<file path="src/rtl/cic_pkg.sv">
// Shared constants, register codes and the corner table for the cloud-in-cell block.
// No dependencies; every other file in rtl/ uses it.
`default_nettype none

package cic_pkg;

   localparam int MAX_GRID_DEF         = 1024;
   localparam int WEIGHT_FRAC_BITS_DEF = 16;

   localparam int NUM_AXES    = 3;
   localparam int NUM_CORNERS = 8;

   localparam int POS_W      = 32;
   localparam int LEN_W      = 32;
   localparam int GRID_REG_W = 11;
   localparam int CELL_W     = 10;
   localparam int FLAT_W     = 30;
   localparam int WEIGHT_W   = 17;

   localparam int CSR_ADDR_W = 5;
   localparam int CSR_DATA_W = 32;

   localparam logic [GRID_REG_W-1:0] GRID_N_RESET  = 11'd64;
   localparam logic [LEN_W-1:0]      BOX_LEN_RESET = 32'd65536;

   typedef enum logic [2:0] {
      REG_GRID_N_X  = 3'd0,
      REG_GRID_N_Y  = 3'd1,
      REG_GRID_N_Z  = 3'd2,
      REG_BOX_LEN_X = 3'd3,
      REG_BOX_LEN_Y = 3'd4,
      REG_BOX_LEN_Z = 3'd5
   } reg_index_type;

   // Corner order base, x, y, z, xy, xz, yz, xyz; bit 0 shifts x, bit 1 y, bit 2 z.
   localparam logic [2:0] CORNER_MASK [NUM_CORNERS] = '{
      3'b000, 3'b001, 3'b010, 3'b100, 3'b011, 3'b101, 3'b110, 3'b111
   };

   localparam logic [2:0] LAST_CORNER = 3'd7;

endpackage

`default_nettype wire

</file>
<file path="src/rtl/cic_corner_gen.sv">
// Corner sequencer and corner math: walks the eight corners of one particle and
// forms indices, flat index and trilinear weight in two stages. Depends on cic_pkg.
`default_nettype none

module cic_corner_gen #(
   parameter int MAX_GRID         = cic_pkg::MAX_GRID_DEF,
   parameter int WEIGHT_FRAC_BITS = cic_pkg::WEIGHT_FRAC_BITS_DEF,
   localparam int GB = $clog2(MAX_GRID),
   localparam int NB = $clog2(MAX_GRID + 1),
   localparam int W1 = WEIGHT_FRAC_BITS + 1
) (
   input  logic                          clock,
   input  logic                          reset,
   input  logic                          in_valid,
   output logic                          in_ready,
   input  logic [GB-1:0]                 in_cell   [cic_pkg::NUM_AXES],
   input  logic [GB-1:0]                 in_nbr    [cic_pkg::NUM_AXES],
   input  logic [W1-1:0]                 in_wnear  [cic_pkg::NUM_AXES],
   input  logic [W1-1:0]                 in_wfar   [cic_pkg::NUM_AXES],
   input  logic [NB-1:0]                 grid_n_y,
   input  logic [NB-1:0]                 grid_n_z,
   output logic                          out_valid,
   input  logic                          out_ready,
   output logic [cic_pkg::CELL_W-1:0]    out_cell_x,
   output logic [cic_pkg::CELL_W-1:0]    out_cell_y,
   output logic [cic_pkg::CELL_W-1:0]    out_cell_z,
   output logic [cic_pkg::FLAT_W-1:0]    out_flat_index,
   output logic [cic_pkg::WEIGHT_W-1:0]  out_weight,
   output logic                          out_last
);

   localparam int F   = WEIGHT_FRAC_BITS;
   localparam int NA  = cic_pkg::NUM_AXES;
   localparam int W2  = 2 * W1;
   localparam int TW  = 2 * NB;
   localparam int FW  = 3 * NB;
   localparam int CXW = GB + cic_pkg::CELL_W;
   localparam int FXW = FW + cic_pkg::FLAT_W;
   localparam int WXW = W1 + cic_pkg::WEIGHT_W;
   localparam logic [W2-1:0] RND = W2'(1) << (F - 1);

   logic en, issue, take;

   // sequencer: holds one particle, issues one corner per advance
   logic          busy_ff, busy_in;
   logic [2:0]    k_ff, k_in;
   logic [GB-1:0] s_cell_ff  [NA];
   logic [GB-1:0] s_nbr_ff   [NA];
   logic [W1-1:0] s_wnear_ff [NA];
   logic [W1-1:0] s_wfar_ff  [NA];

   assign en       = !out_valid || out_ready;
   assign issue    = busy_ff && en;
   assign in_ready = !busy_ff || (issue && k_ff == cic_pkg::LAST_CORNER);
   assign take     = in_valid && in_ready;

   always_comb begin
      busy_in = busy_ff;
      k_in    = k_ff;
      if (take) begin
         busy_in = 1'b1;
         k_in    = '0;
      end else if (issue) begin
         k_in = k_ff + 1'b1;
         if (k_ff == cic_pkg::LAST_CORNER) begin
            busy_in = 1'b0;
         end
      end
   end

   always_ff @(posedge clock) begin
      if (reset) begin
         busy_ff <= 1'b0;
         k_ff    <= '0;
      end else begin
         busy_ff <= busy_in;
         k_ff    <= k_in;
      end
   end

   always_ff @(posedge clock) begin
      if (take) begin
         s_cell_ff  <= in_cell;
         s_nbr_ff   <= in_nbr;
         s_wnear_ff <= in_wnear;
         s_wfar_ff  <= in_wfar;
      end
   end

   // first math stage: pick corner, x*y weight, partial flat index
   logic          m_v_ff, m_v_in;
   logic [GB-1:0] m_cx_ff, m_cy_ff, m_cz_ff, m_cx_in, m_cy_in, m_cz_in;
   logic [W1-1:0] m_wxy_ff, m_wz_ff, m_wxy_in, m_wz_in;
   logic [TW-1:0] m_t_ff, m_t_in;
   logic          m_last_ff, m_last_in;

   always_comb begin
      logic [2:0]    mask;
      logic [GB-1:0] c [NA];
      logic [W1-1:0] w [NA];
      logic [W2-1:0] prod_xy;
      mask = cic_pkg::CORNER_MASK[k_ff];
      for (int i = 0; i < NA; i++) begin
         c[i] = mask[i] ? s_nbr_ff[i]  : s_cell_ff[i];
         w[i] = mask[i] ? s_wfar_ff[i] : s_wnear_ff[i];
      end
      prod_xy   = W2'(w[0]) * W2'(w[1]) + RND;
      m_wxy_in  = prod_xy[F +: W1];
      m_t_in    = TW'(c[1]) + TW'(grid_n_y) * TW'(c[0]);
      m_cx_in   = c[0];
      m_cy_in   = c[1];
      m_cz_in   = c[2];
      m_wz_in   = w[2];
      m_last_in = (k_ff == cic_pkg::LAST_CORNER);
      m_v_in    = issue;
   end

   // second math stage into the output register
   logic                          o_v_ff, o_v_in;
   logic [cic_pkg::CELL_W-1:0]    o_cx_ff, o_cy_ff, o_cz_ff, o_cx_in, o_cy_in, o_cz_in;
   logic [cic_pkg::FLAT_W-1:0]    o_flat_ff, o_flat_in;
   logic [cic_pkg::WEIGHT_W-1:0]  o_weight_ff, o_weight_in;
   logic                          o_last_ff, o_last_in;

   always_comb begin
      logic [W2-1:0]  prod_w;
      logic [W1-1:0]  wfin;
      logic [FW-1:0]  flat_full;
      logic [CXW-1:0] cx_ext, cy_ext, cz_ext;
      logic [FXW-1:0] flat_ext;
      logic [WXW-1:0] w_ext;
      prod_w      = W2'(m_wxy_ff) * W2'(m_wz_ff) + RND;
      wfin        = prod_w[F +: W1];
      flat_full   = FW'(m_cz_ff) + FW'(grid_n_z) * FW'(m_t_ff);
      cx_ext      = CXW'(m_cx_ff);
      cy_ext      = CXW'(m_cy_ff);
      cz_ext      = CXW'(m_cz_ff);
      flat_ext    = FXW'(flat_full);
      w_ext       = WXW'(wfin);
      o_cx_in     = cx_ext[cic_pkg::CELL_W-1:0];
      o_cy_in     = cy_ext[cic_pkg::CELL_W-1:0];
      o_cz_in     = cz_ext[cic_pkg::CELL_W-1:0];
      o_flat_in   = flat_ext[cic_pkg::FLAT_W-1:0];
      o_weight_in = w_ext[cic_pkg::WEIGHT_W-1:0];
      o_last_in   = m_last_ff;
      o_v_in      = m_v_ff;
   end

   always_ff @(posedge clock) begin
      if (reset) begin
         m_v_ff <= 1'b0;
         o_v_ff <= 1'b0;
      end else if (en) begin
         m_v_ff <= m_v_in;
         o_v_ff <= o_v_in;
      end
   end

   always_ff @(posedge clock) begin
      if (en) begin
         m_cx_ff     <= m_cx_in;
         m_cy_ff     <= m_cy_in;
         m_cz_ff     <= m_cz_in;
         m_wxy_ff    <= m_wxy_in;
         m_wz_ff     <= m_wz_in;
         m_t_ff      <= m_t_in;
         m_last_ff   <= m_last_in;
         o_cx_ff     <= o_cx_in;
         o_cy_ff     <= o_cy_in;
         o_cz_ff     <= o_cz_in;
         o_flat_ff   <= o_flat_in;
         o_weight_ff <= o_weight_in;
         o_last_ff   <= o_last_in;
      end
   end

   assign out_valid      = o_v_ff;
   assign out_cell_x     = o_cx_ff;
   assign out_cell_y     = o_cy_ff;
   assign out_cell_z     = o_cz_ff;
   assign out_flat_index = o_flat_ff;
   assign out_weight     = o_weight_ff;
   assign out_last       = o_last_ff;

endmodule

`default_nettype wire

</file>
<file path="config.mk">
export PLATFORM = sky130hd
export DESIGN_NAME = cic_corner_gen
export DESIGN_NICKNAME = d
export VERILOG_FILES = /design/src/rtl/cic_pkg.sv /design/src/rtl/cic_corner_gen.sv
export SDC_FILE = /design/constraint.sdc
export NUM_CORES = 2
export LEC_CHECK = 0
export BUFFER_PORTS_ARGS = -buffer_cell sky130_fd_sc_hd__buf_4
export CAP_MARGIN = 20
export CORE_ASPECT_RATIO = 1.75
export CORE_UTILIZATION = 35
export CTS_BUF_LIST = sky130_fd_sc_hd__clkbuf_8
export CTS_CLUSTER_DIAMETER = 100
export DETAILED_ROUTE_END_ITERATION = 6
export HOLD_SLACK_MARGIN = 0.1
export REMOVE_ABC_BUFFERS = 1
export SKIP_CTS_REPAIR_TIMING = 1
export SLEW_MARGIN = 15
export SYNTH_ARGS = -nofsm -noshare
export SYNTH_HDL_FRONTEND = slang
export SYNTH_SLANG_ARGS = --single-unit
</file>
<file path="constraint.sdc">
create_clock -name clock -period 23.9 [get_ports clock]
set_clock_uncertainty 0.2 [all_clocks]
set_input_delay 3.585 -clock clock [delete_from_list [all_inputs] [get_ports clock]]
set_output_delay 3.585 -clock clock [all_outputs]
set_load 0.02 [all_outputs]
</file>
==> results.cfg <==
[die]
start_util_pct = 35.3
rows = 165
die_height_um = 453
dieArea_sq_mm = 0.118
io_pins = 268
core_region_area_sq_mm = 0.115
die_w_um = 260

[placed_design]
io_buffer_count = 267
dpl.hpwl_um = 81400
gp_congestion = 0.875
dp_slack_ns = 14.44
place_area_sq_mm = 0.0444

[worst_hold_path]
hold_class = flop to flop

[worst_setup_path]
worstPathArrival_ns = 9.07
critPathKind = input pin to flop
critPathTopFamily = adder cells
cpMostUsedCell = fa_1
cp_cell_sequence = buf_4 -> nand2_1 -> fa_1 -> fa_1 -> inv_1 -> fa_1 -> inv_1 -> fa_1 -> inv_1 -> fa_1 -> ha_1 -> a211o_1 -> or3_1 -> o21ai_1 -> o21ai_1 -> o2111ai_2 -> a21oi_2 -> o41ai_4 -> mux2i_1 -> a2111oi_2
cp-end-kind = flop
slowest_stage = fa_1
startpoint_type = input pin
max_stage_delay_ns = 0.54
worstPathRequired_ns = 24.22
path_max_fanout = 22
path_buf_inv = 4
rrSetupSlack_ns = 15.47

[synthesis]
yosys_warnings = 0
synth_top_area_share_pct = 35.1
synthDistinctLibCells = 62
synth_common_cells = inv_1 (861), fa_1 (714), nand2_1 (531)
synthArstFlopShare_pct = 0
synth-seq-cells = 333
synth_ff_type = edfxtp_1
yosysMostFrequentCell = inv_1
yosysTopAreaCell = fa_1
synthTopCellsByArea = fa_1 (35%), edfxtp_1 (24%), ha_1 (11%), inv_1 (7.9%), nand2_1 (4.9%)
yosysSeqAreaShare_pct = 24.4
postSynthCellCount = 3874
syn_area_per_cell_sq_um = 10.5
syn_area_sq_mm = 0.0407
synth_enable_flop_cells = 327

[routing]
wirelength_um = 103000
drtIter0Drc = 1097
vias = 26900
ant_nets = 0
post_drt_wl_per_cell_um = 18.2
viasPerCell = 4.77
drc = 0
drtPass1Iterations = 5

[sta]
max_freq_mhz = 114
worstMarginPinSlew_ns = 1.20
hold_violations = 0
fin_crit_ns = 8.75
period_share_pct = 36.6
finalMaxSlewViolations = 0
max-slew-margin-rel_pct = 17.9
holdWs_ns = 0.217
setup_viol = 0
setup_ws_ns = 15.15
rsz0062_at_grt = no
finalSetupTns_ns = 0

[cts]
clkTransAtPathRegs_ns = 0.07
cts-root-buf = clkbuf_8
numCtsBuffers = 58
cts_tree = built
htreeDepth = 2
cts_sinks = 333
clockBufferDepth = 3
clk_latency_ns = 0.72

[global_routing]
grt_max_degree = 67
grt_overflow = 0
track_usage_pct = 18.1
antenna_found_initial = 2
grt_pass1_wl_um = 163000
grt_pass1_vias = 30200

[finish]
drive_above_1_share_pct = 11.8
fin_nets = 5366
fill_cells = 11200
area_growth_pct = 12.0
design_area_sq_mm = 0.0456

[flow_run]
maxCapViolCount = 0

[run_status]
status = completed
[layout by cell type (no fill, tap or decap), types with 54 or more instances in the layout]
master,synthesis,routed
ha_1,363,363
fa_1,714,714
nor2_1,191,191
mux2_2,71,71
and2_1,291,288
clkbuf_8,0,60
edfxtp_1,327,327
buf_4,0,300
xnor2_1,60,60
nand2_1,531,531
a21oi_1,54,54
inv_1,861,875
[area by class of cell]
type	count	area, sq um	share of cell area [%]
antenna	1	2.50	0.00548
clock buffer	60	826	1.81
clock inverter	47	410	0.899
inverter	861	3240	7.10
multi-input combinational	2547	27100	59.3
sequential	333	9940	21.8
tap	1503	1880	4.12
timing repair buffer	300	2250	4.94
[path summary, 6_finish.rpt]
path,from,end,cells after the start
worst min register to register,m_cy_ff[2],out_cell_y[2],0
worst max-delay path,grid_n_z[2],out_flat_index[29],20
worst min-delay path,m_cy_ff[2],out_cell_y[2],0
worst max register to register,k_ff[0],m_wxy_ff[12],26
[kinds of logic (layout without fill, tap and decap cells)]
| family | after synthesis | in the layout | synth area share [%] |
|---|---|---|---|
| AND/OR/NAND/NOR | 1100 | 1100 | 12.4 |
| AO/OA/AOI/OAI | 185 | 185 | 3.26 |
| flip-flops | 333 | 333 | 24.4 |
| multiplexers | 107 | 107 | 2.85 |
| XOR/XNOR | 78 | 78 | 1.68 |
| other | 0 | 1 | 0 |
| adder cells (fa/ha/maj) | 1077 | 1077 | 46.2 |
| buffers and inverters | 994 | 1268 | 9.17 |
[metal layers]
metal / GRT usage (%) / part of all wire [%] / vias to the layer above / wire length, um
li1: - / - / 12300 / -
met1: 19.9 / 37 / 13800 / 38200
met2: 33.8 / 53 / 681 / 54600
met3: 2.93 / 5.3 / 207 / 5440
met4: 7.78 / 4.3 / 0 / 4380
met5: 0 / 0 / - / 0
[registers in the layout, indices dropped and copies added (netlist names)]
| name | flops |
|---|---|
| out_weight | 17 |
| out_cell_z | 10 |
| out_cell_x | 10 |
| m_cy_ff | 10 |
| m_v_ff | 1 |
| s_nbr_ff | 30 |
| out_last | 1 |
| busy_ff | 1 |
| s_wnear_ff | 51 |
| out_flat_index | 30 |
| s_wfar_ff | 51 |
| m_wxy_ff | 17 |
| m_last_ff | 1 |
| m_t_ff | 22 |
| m_cz_ff | 10 |
| out_valid | 1 |
| k_ff | 3 |
| m_cx_ff | 10 |
| s_cell_ff | 30 |
| m_wz_ff | 17 |
| out_cell_y | 10 |
[per-stage QoR]
stage / utilization (%) / std cells
finish: 39.5 / 5652
global route: 39.5 / 5652
CTS: 39.5 / 5649
detailed placement: 38.5 / 5542
global placement: 38.5 / 5542
floorplan: - / 3741
Power is left out: the tool's default activity adds up to more than one toggle a clock period on the data nets, which glitch-free logic cannot reach.
